File: src/rtl/ckvt_pkg.sv
// Package with shared constants, codes and types for the compacting key-value table.
`timescale 1ns / 1ps

package ckvt_pkg;

    localparam int DefEntries   = 64;
    localparam int DefKeyBits   = 32;
    localparam int DefValueBits = 32;

    localparam logic [1:0] FUNC_SEARCH = 2'd0;
    localparam logic [1:0] FUNC_INSERT = 2'd1;
    localparam logic [1:0] FUNC_DELETE = 2'd2;

    localparam logic [1:0] ST_DONE      = 2'd0;
    localparam logic [1:0] ST_NOT_FOUND = 2'd1;
    localparam logic [1:0] ST_DUPLICATE = 2'd2;
    localparam logic [1:0] ST_FULL      = 2'd3;

    typedef struct packed {
        logic cmp;
        logic occupied;
        logic wr;
        logic del;
    } t_cell_ctrl;

endpackage

File: src/rtl/ckvt_cell.sv
// One table cell holding a key-value pair, its match flag and the chained hit logic.
`timescale 1ns / 1ps

module ckvt_cell
    import ckvt_pkg::*;
#(
    parameter int KEY_BITS   = DefKeyBits,
    parameter int VALUE_BITS = DefValueBits
) (
    input  logic                  i_clk,
    input  logic                  i_rst_n,
    input  t_cell_ctrl            i_ctrl,
    input  logic [KEY_BITS-1:0]   i_cmp_key,
    input  logic [KEY_BITS-1:0]   i_new_key,
    input  logic [VALUE_BITS-1:0] i_new_value,
    input  logic [KEY_BITS-1:0]   i_next_key,
    input  logic [VALUE_BITS-1:0] i_next_value,
    input  logic                  i_hit,
    input  logic [VALUE_BITS-1:0] i_found,
    output logic                  o_hit,
    output logic [VALUE_BITS-1:0] o_found,
    output logic [KEY_BITS-1:0]   o_key,
    output logic [VALUE_BITS-1:0] o_value
);

    logic [KEY_BITS-1:0]   r_key;
    logic [VALUE_BITS-1:0] r_value;
    logic                  r_match;

    always_ff @(posedge i_clk) begin
        if (!i_rst_n) begin
            r_match <= 1'b0;
        end else if (i_ctrl.cmp) begin
            r_match <= i_ctrl.occupied && (r_key == i_cmp_key);
        end
    end

    // A delete pulls every entry at or above the removed one down by one place.
    always_ff @(posedge i_clk) begin
        if (i_ctrl.wr) begin
            r_key   <= i_new_key;
            r_value <= i_new_value;
        end else if (i_ctrl.del && o_hit) begin
            r_key   <= i_next_key;
            r_value <= i_next_value;
        end
    end

    assign o_hit   = i_hit | r_match;
    assign o_found = i_found | (r_match ? r_value : '0);
    assign o_key   = r_key;
    assign o_value = r_value;

endmodule

File: config.mk
export PLATFORM = sky130hd
export DESIGN_NAME = ckvt_cell
export DESIGN_NICKNAME = d
export VERILOG_FILES = /design/src/rtl/ckvt_pkg.sv /design/src/rtl/ckvt_cell.sv
export SDC_FILE = /design/constraint.sdc
export NUM_CORES = 1
export LEC_CHECK = 0
export BUFFER_PORTS_ARGS = -buffer_cell sky130_fd_sc_hd__buf_2
export CAP_MARGIN = 20
export CORE_AREA = 2 2 115 117
export CTS_CLUSTER_SIZE = 24
export DETAILED_ROUTE_END_ITERATION = 10
export DIE_AREA = 0 0 117 119
export PLACE_DENSITY_LB_ADDON = 0.05
export SYNTH_ARGS = -nofsm -noshare
export SYNTH_HDL_FRONTEND = slang
export SYNTH_SLANG_ARGS = --single-unit
File: constraint.sdc
create_clock -name i_clk -period 9.6 [get_ports i_clk]
set_clock_uncertainty 0.05 [all_clocks]
set_input_delay 2.88 -clock i_clk [delete_from_list [all_inputs] [get_ports i_clk]]
set_output_delay 2.88 -clock i_clk [all_outputs]
set_load 0.02 [all_outputs]
==> flow_metrics.tcl, run 1 <==
set metrics [dict create \
    critical_path.slowest_cell "or2_2" \
    drv_cap 0 \
    grt_max_degree 65 \
    power-per-cell-area_nw_per_um2 166 \
    cp_slowest_stage_delay_ns 0.27 \
    p_leak_uw 0.00254 \
    cts_hold_repair.buffers 0 \
    count_of_flip_flops_with_a_built_in_enable_after_synthesis 64 \
    synthesis.area_sq_um 3370 \
    yosysSeqAreaShare 0.577 \
    firstDrtPassIters 4 \
    hold_path.startpoint "o_key[12]" \
    grt_antenna_before_repair 0 \
    clock_tree.buffer_depth 2 \
    global_route_wire_length_before_repair_mm 14.4 \
    routabilityCongestion 0.765 \
    finalPower_uw 874 \
    io_buffers 295 \
    timing_worst_slew_pin_value_ns 0.848 \
    holdCritPathClass "register to register" \
    timing.critical_path.mode_cell "buf_2" \
    preCtsSetupSlack_ns 3.26 \
    status "completed" \
    vias_per_cell 4.16 \
    drcViolationCount 0 \
    worstSetupPathType "primary input to output pin" \
    area_delta_synth_final_pct 56.8 \
    clockRootBuffer "clkbuf_16" \
    cts_tree "built" \
    worstReg2RegStart "r_match" \
    cts_made_buffers 9 \
    reg2reg_depth 4 \
    synthArstFlopShare 0 \
    critical_path.startpoint_type "primary input" \
    number_of_instances_on_the_worst_hold_path 5 \
    fp.dieArea_sq_um 13900 \
    setup-violations-final 0 \
    slew_headroom 0.435 \
    cts.clk_slew.worst_paths_ns 0.05 \
    ant_nets 0 \
    track_usage 0.141 \
    core_area_sq_um 12900 \
    io_pins 296 \
    post_synth_main_area_contributors "edfxtp_1 (57%), mux2_2 (21%), xnor2_1 (7.5%), a21o_1 (7.4%), buf_6 (1.7%)" \
    avg_wl_per_cell_microns 14.5 \
    drive_above_1_share 0.717 \
    drtIter0Drc 59 \
    finalCriticalPeriod_ns 6.33 \
    die_x_microns 117 \
    grt_use_met2 0.247 \
    timing.critical_path.to_type "output pin" \
    synth_nets 419 \
    layout.filler_cells 1249 \
    setup_repair_after_global_routing_missed_its_margin "no" \
    initial_utilization 0.262 \
    tns_ns 0 \
    path_cells "buf_2, or2_2, buf_2" \
    dieHeight_microns 119 \
    ff_latch_count_synth 65 \
    dp_hpwl_mm 7.89 \
    max_freq_mhz 158 \
    instances_no_fill 699 \
    clkSinkCount 65 \
    drt_wl_total_mm 10.2 \
    final_max_slew_viol_count 0 \
    critPathRequiredTime_ns 6.67 \
    post_cts_resize_count 0 \
    timing.critical_path.arrival_ns 3.40 \
    met3_routing_resource_usage_after_global_routing 0.0366 \
    grt.overflow.total 0 \
    grt_pass1_vias 2836 \
    row_count 42 \
    yosysTopAreaCell "edfxtp_1" \
    finalCoreUtilization 0.410 \
    syn_inst_count 220 \
    grt_util_met1 0.161 \
    worstSkewPairLatency_ns 0.32 \
    antenna-diode-count 0 \
    yosys_synthesis_warning_count 0 \
    post_synth_num_cell_types 17 \
    synth.top_cells.by_count "edfxtp_1 (64), mux2_2 (64), a21o_1 (33)" \
    final.period_utilization 0.660 \
    setup_slack_ns 3.27 \
    max-vdd-ir-drop_uv 61.7 \
    nNetsFinal 717 \
    largest_fanout_on_the_critical_path 2 \
    num_vias 2907 \
    synth_ff_type "edfxtp_1" \
    yosysTopAreaCellShare 0.571 \
    post_synth.cell_area_avg_sq_um 15.3 \
    top_usage_layer "met2" \
    startpoint "i_hit" \
    place.detailed.instances 683 \
    cts_setup_buffers 0 \
    h_tree_depth 3 \
    final_hold_viol_count 0 \
]
==> worst paths after layout <==
kind                                  to  slack (ns)
worst max-delay path               o_hit        3.27
worst min-delay path             r_match        0.67
worst max register to register  o_key[4]        7.18
worst min register to register   r_match        0.67
==> flip-flops by register name, indices dropped and copies added, names as in the netlist <==
signal	cells
o_value	32
r_match	1
o_key	32
==> routing by layer <==
metal | up-vias | share of wire
met4 | 0 | 0.016
met2 | 155 | 0.51
met5 | - | 0
met3 | 11 | 0.080
li1 | 1439 | -
met1 | 1302 | 0.40
==> kinds of logic after synthesis <==
family,Yosys count,synth area share
AOI/OAI and AO/OA,33,0.0736
xor gates and xnor gates,32,0.0832
buffers and inverters,11,0.0260
DFF,65,0.577
muxes,64,0.214
and+or+nand+nor,15,0.0267
==> critical path, delay by kind of cell <==
| kind | cells | cell delay (ns) |
|---|---|---|
| buf+inv | 2 | 0.25 |
| simple gates | 1 | 0.27 |
==> through the flow <==
| stage | cell area, sq um | hold WS [ns] |
|---|---|---|
| 2_1_floorplan | 3370 | 0.699 |
| 3_3_place_gp | 5000 | 0.684 |
| 3_5_place_dp | 5000 | 0.687 |
| 4_1_cts | 5280 | 0.698 |
| 5_1_grt | 5280 | 0.744 |
| 6_report | 5280 | 0.671 |
==> layout by cell type, fill, tap and decap left out, drive strengths merged <==
cell / Yosys / layout
nor3: 1 / 1
nand4: 8 / 8
mux2: 64 / 64
edfxtp: 64 / 64
clkbuf: 1 / 11
xnor2: 29 / 29
buf: 10 / 298
xor2: 3 / 3
nand3b: 1 / 1
nor4: 2 / 2
nand3: 1 / 1
dfxtp: 1 / 1
or2: 1 / 1
bufinv: 0 / 1
a21o: 33 / 33
clkinv: 0 / 4
nand2: 1 / 1
==> where the power goes <==
group / internal, uW / switching (uW)
Combinational: 90.4 / 99.2
Sequential: 352 / 20.5
Clock: 198 / 115
Total: 640 / 234
==> layout make-up <==
type                            count  area (sq um)  area share
Timing Repair Buffer              298          1500       0.284
Clock inverter                      5          46.3     0.00877
Multi-Input combinational cell    144          1340       0.254
Tap cell                          176           220      0.0417
Clock buffer                       11           233      0.0441
Sequential cell                    65          1940       0.368
No activity file was read; power rests on OpenSTA's default activity.
==> run 2, diff against run 1 <==
--- a/config.mk
+++ b/config.mk
@@ -5,6 +5,7 @@
 export SDC_FILE = /design/constraint.sdc
 export NUM_CORES = 1
 export LEC_CHECK = 0
+export ABC_AREA = 1
 export BUFFER_PORTS_ARGS = -buffer_cell sky130_fd_sc_hd__buf_2
 export CAP_MARGIN = 20
 export CORE_AREA = 2 2 115 117
==> constraint.sdc (replaced) <==
create_clock -name i_clk -period 6 [get_ports i_clk]
set_clock_uncertainty 0.05 [all_clocks]
set_input_delay 1.8 -clock i_clk [delete_from_list [all_inputs] [get_ports i_clk]]
set_output_delay 1.8 -clock i_clk [all_outputs]
set_load 0.02 [all_outputs]
==> run 2 against run 1 <==
Effect of this change:
- sequential power rose by 60%
- design area up 5.0%
- register-to-register slack worse by 3.2 ns
- die area unchanged
- clock power is 75% higher
- global-route usage up 1.8 points
- non-clock buffer count is the same
- core utilization increased by 2.1 points
- final cell count grew 31%
- power rose by 67%
- sequential share of layout area shrank 1.8 points
- critical path type unchanged
- critical endpoint unchanged
==> flow_metrics.tcl, run 2 <==
set metrics [dict create \
    status "completed" \
    synthesis.area_sq_um 3580 \
    synthArstFlopShare 0 \
    cp_slowest_stage_delay_ns 0.27 \
    drt_wl_total_mm 11.4 \
    die_x_microns 117 \
    drcViolationCount 0 \
    h_tree_depth 3 \
    grt_pass1_vias 3555 \
    routabilityCongestion 0.725 \
    tns_ns 0 \
    worstSkewPairLatency_ns 0.32 \
    num_vias 3742 \
    io_pins 296 \
    slew_headroom 0.431 \
    core_area_sq_um 12900 \
    swShare 0.279 \
    yosys_synthesis_warning_count 0 \
    vias_per_cell 4.09 \
    combPwrFrac 0.217 \
    holdCritPathClass "register to register" \
    yosysTopAreaCell "edfxtp_1" \
    clkSinkCount 65 \
    pwr-share-clk 0.374 \
    switching_power_uw 407 \
    fp.dieArea_sq_um 13900 \
    yosysMostFrequentCell "nand2_1" \
    timing.critical_path.mode_cell "buf_2" \
    count_of_flip_flops_with_a_built_in_enable_after_synthesis 64 \
    final_max_slew_viol_count 0 \
    firstDrtPassIters 4 \
    p_leak_uw 0.00318 \
    post_synth_main_area_contributors "edfxtp_1 (54%), nand2_1 (26%), a21o_1 (6.7%), inv_1 (4.1%), xnor2_1 (2.4%)" \
    max-vdd-ir-drop_uv 105 \
    share_seq_of_total_power 0.409 \
    post_synth.cell_area_avg_sq_um 8.10 \
    avg_wl_per_cell_microns 12.5 \
    critPathRequiredTime_ns 4.15 \
    synth_nets 641 \
    cts.clk_slew.worst_paths_ns 0.05 \
    drtIter0Drc 81 \
    grt.overflow.total 0 \
    nNetsFinal 932 \
    ant_nets 0 \
    final_hold_viol_count 0 \
    timing_worst_slew_pin_value_ns 0.853 \
    finalCriticalPeriod_ns 4.17 \
    post-route-cell-area_sq_um 5550 \
    largest_fanout_on_the_critical_path 2 \
    critical_path.slowest_cell "or2_2" \
    max_freq_mhz 240 \
    post_synth_num_cell_types 16 \
    synth.top_cells.by_count "nand2_1 (248), edfxtp_1 (64), inv_1 (39)" \
    area_delta_synth_final_pct 54.8 \
    grt_max_degree 66 \
    dp_hpwl_mm 8.82 \
    dpl-instance-area_sq_um 5210 \
    path_cells "buf_2, or2_2, buf_2" \
    timing.critical_path.arrival_ns 2.32 \
    cts_made_buffers 9 \
    row_count 42 \
    power_report.internal_total_uw 1050 \
    ff_latch_count_synth 65 \
    cts_setup_buffers 0 \
    setup_repair_after_global_routing_missed_its_margin "no" \
    drv_cap 0 \
    clock_tree.buffer_depth 2 \
    final.period_utilization 0.696 \
    mostFrequentLayoutCell "buf_2" \
    critical_path.startpoint_type "primary input" \
    syn_inst_count 442 \
    cts_tree "built" \
    layout.filler_cells 1356 \
    global_route_wire_length_before_repair_mm 16.8 \
    track_usage 0.159 \
    yosysSeqAreaShare 0.542 \
    worstSetupPathType "primary input to output pin" \
    drive_above_1_share 0.427 \
    finalPower_uw 1460 \
    grt_antenna_before_repair 0 \
    most-common-layout-cells "buf_2 (295), nand2_1 (247), edfxtp_1 (64), inv_1 (38), a21o_1 (32)" \
    initial_utilization 0.278 \
    setup-violations-final 0 \
    clockRootBuffer "clkbuf_16" \
    cp.buffers_inverters 2 \
    dieHeight_microns 119 \
    post_cts_resize_count 0 \
    yosysTopAreaCellShare 0.537 \
    cts_hold_repair.buffers 0 \
    power-per-cell-area_nw_per_um2 263 \
    timing.critical_path.to_type "output pin" \
    critPathTopFamily "simple AND/OR/NAND/NOR gates" \
    synth_ff_type "edfxtp_1" \
    antenna-diode-count 0 \
    io_buffers 295 \
]
==> run 2: changes by cell type in the layout (fill, tap and decap cells not counted), moves of 2 or more <==
cell and delta:
clkinvlp_4 +2, mux2_2 -64, nand2_1 +246, xnor2_1 -19
nor4_1 -2, inv_1 +38, nor2_1 +18, nand4_1 -3
==> run 2: path summary, 6_finish.rpt <==
path	start	end	slack, ns	depth (start not counted)
setup / recovery	i_hit	o_hit	1.83	3
setup reg to reg	r_match	o_key[15]	4.01	4
hold reg to reg	r_match	r_match	0.70	3
hold / removal	r_match	r_match	0.70	3
==> run 2: worst register-to-register path, delay by kind of cell (launching register included) <==
kind	cells	cell delay [ns]
buffers and inverters	1	0.33
and+or+nand+nor	3	0.91
DFF	1	0.30
==> run 2: power by group through the flow <==
stage | clock, uW | sequential [uW] | combinational (uW)
2_1_floorplan | 0 | 664 | 110
3_3_place_gp | 0 | 606 | 320
3_5_place_dp | 0 | 606 | 321
4_1_cts | 562 | 598 | 321
5_1_grt | 583 | 604 | 350
6_report | 546 | 596 | 317
==> run 2: final cells by class <==
type,count,area (sq um),area share
repair buffers,298,1510,0.273
flip-flops and latches,65,1940,0.350
clock buffers,10,229,0.0413
well taps,176,220,0.0397
clock inverters,6,82.6,0.0149
inverters,39,146,0.0264
multi-input cells,320,1410,0.255
==> run 2: kinds of logic after synthesis <==
| group | count (synthesis) | synth area share |
|---|---|---|
| AO/OA/AOI/OAI | 35 | 0.0727 |
| XOR/XNOR | 12 | 0.0293 |
| buffers and inverters | 57 | 0.0653 |
| flip-flops | 65 | 0.542 |
| AND/OR/NAND/NOR | 273 | 0.291 |
==> run 2: per-layer routing <==
layer	track usage	routed length, microns	vias up	share of wire
li1	-	-	1967	-
met1	0.173	4410	1610	0.39
met2	0.301	6090	157	0.53
met3	0.0310	774	8	0.068
met4	0.0529	115	0	0.010
met5	0	0	-	0
==> run 2: through the flow <==
stage                     hold slack [ns]  utilization  worst slack, ns  instances
after floorplan                     0.537            -             2.00        442
after global placement              0.705        0.405             1.82        897
after detailed placement            0.722        0.405             1.82        897
after CTS                           0.729        0.429             1.82        913
after global routing                0.765        0.431             1.81        914
final                               0.700        0.431             1.83        914
==> run 3, diff against run 2 <==
==> constraint.sdc (replaced) <==
create_clock -name i_clk -period 4.35 [get_ports i_clk]
set_clock_uncertainty 0.05 [all_clocks]
set_input_delay 1.305 -clock i_clk [delete_from_list [all_inputs] [get_ports i_clk]]
set_output_delay 1.305 -clock i_clk [all_outputs]
set_load 0.02 [all_outputs]
==> run 3 against run 2 <==
Effect of this change:
- non-clock buffer count unchanged
- first-iteration DRC count is the same
- die area unchanged
- sequential share of layout area up 0.40 points
- routed wire length decreased by 0.86%
- critical path type unchanged
- critical endpoint unchanged
- largest cell class unchanged
- highest routed layer unchanged
==> flow_metrics.tcl, run 3 (same netlist as run 2, synthesis figures left out) <==
set metrics [dict create \
    setup_repair_after_global_routing_missed_its_margin "no" \
    max-vdd-ir-drop_uv 132 \
    final.period_utilization 0.732 \
    critPathTopFamily "simple AND/OR/NAND/NOR gates" \
    num_vias 3754 \
    mostFrequentLayoutCell "buf_2" \
    most-common-layout-cells "buf_2 (295), nand2_1 (247), edfxtp_1 (64), inv_1 (38), a21o_1 (32)" \
    swShare 0.296 \
    timing_worst_slew_pin_value_ns 0.841 \
    routabilityCongestion 0.733 \
    pwr-share-clk 0.333 \
    row_count 42 \
    finalCoreUtilization 0.426 \
    timing.critical_path.arrival_ns 1.83 \
    cts_hold_repair.buffers 0 \
    ant_nets 0 \
    holdCritPathClass "register to register" \
    setup-violations-final 0 \
    power_report.internal_total_uw 1330 \
    area_delta_synth_final_pct 53.1 \
    die_x_microns 117 \
    final_max_slew_viol_count 0 \
    vias_per_cell 4.11 \
    timing.critical_path.mode_cell "buf_2" \
    drv_cap 0 \
    max_freq_mhz 314 \
    drt_wl_total_mm 11.3 \
    drcViolationCount 0 \
    grt_max_degree 65 \
    preCtsSetupSlack_ns 1.17 \
    path_cells "buf_2, or2_2, buf_2" \
    avg_wl_per_cell_microns 12.4 \
    share_seq_of_total_power 0.436 \
    track_usage 0.154 \
    switching_power_uw 560 \
    combPwrFrac 0.231 \
    grt.overflow.total 0 \
    cp_slowest_stage_delay_ns 0.27 \
    timing.critical_path.to_type "output pin" \
    nNetsFinal 932 \
    p_leak_uw 0.00315 \
    setup_slack_ns 1.17 \
    worstSetupPathType "primary input to output pin" \
    tns_ns 0 \
    clockRootBuffer "clkbuf_16" \
    cts.clk_slew.worst_paths_ns 0.05 \
    core_area_sq_um 12900 \
    drive_above_1_share 0.429 \
    critical_path.slowest_cell "or2_2" \
    clock_tree.buffer_depth 2 \
    final_hold_viol_count 0 \
    post_cts_resize_count 0 \
    cp.buffers_inverters 2 \
    status "completed" \
    h_tree_depth 3 \
    dieHeight_microns 119 \
    drtIter0Drc 81 \
    critPathRequiredTime_ns 2.99 \
    grt_pass1_vias 3384 \
    finalCriticalPeriod_ns 3.18 \
    global_route_wire_length_before_repair_mm 16.1 \
    antenna-diode-count 0 \
    dp_hpwl_mm 8.87 \
    critical_path.startpoint_type "primary input" \
    grt_antenna_before_repair 0 \
    clkSinkCount 65 \
    cts_setup_buffers 0 \
    power-per-cell-area_nw_per_um2 345 \
    io_buffers 295 \
    initial_utilization 0.278 \
    fp.dieArea_sq_um 13900 \
    firstDrtPassIters 5 \
    io_pins 296 \
    cts_tree "built" \
    worstSkewPairLatency_ns 0.32 \
    slew_headroom 0.439 \
    largest_fanout_on_the_critical_path 2 \
    cts_made_buffers 9 \
    timing.hold.ws_ns 0.713 \
]
==> run 3: cell count changes in the layout (fill, tap and decap cells not counted), sizes merged <==
cell and change:
clkbuf -1, clkinv +1, bufinv -2, clkinvlp +1
==> run 3: metal layers <==
layer  vias to the layer above  global-route usage  wire length, microns
met5                         -                   0                     0
met4                         0              0.0537                   155
met3                        10              0.0366                   792
met2                       159               0.282                  5890
met1                      1619               0.170                  4460
li1                       1966                   -                     -
==> run 3: area by class of cell <==
type                    instances  area (sq um)
clock buffers                   9           225
clock inverters                 6          36.3
fillers                      1340          7390
inverters                      39           146
multi-input cells             320          1410
flip-flops and latches         65          1940
well taps                     176           220
repair buffers                298          1500
==> run 3: final timing paths <==
kind              startpoint         to  slack, ns  cells past startpoint
setup / recovery       i_hit      o_hit       1.17                      3
hold / removal       r_match    r_match       0.71                      2
setup reg to reg     r_match  o_key[15]       2.26                      3
hold reg to reg      r_match    r_match       0.71                      2
==> run 3: tightest hold or removal path: stages, from the launching register on <==
cell and delay (ns):
dfxtp_1 0.49, nand2_1 0.17, a21oi_2 0.05
==> run 3: power by group through the flow <==
stage | Sequential (uW) | Clock, uW | Combinational, uW
global placement | 836 | 0 | 441
CTS | 825 | 648 | 444
finish | 824 | 630 | 436
floorplan | 916 | 0 | 152
global route | 834 | 676 | 480
detailed placement | 835 | 0 | 443
==> run 3: stage by stage <==
step | cell area (sq um) | total power, uW | std cells
2_1_floorplan | 3580 | 1070 | 442
3_5_place_dp | 5220 | 1280 | 898
4_1_cts | 5480 | 1920 | 913
5_1_grt | 5480 | 1990 | 913
3_3_place_gp | 5220 | 1280 | 898
6_report | 5480 | 1890 | 913
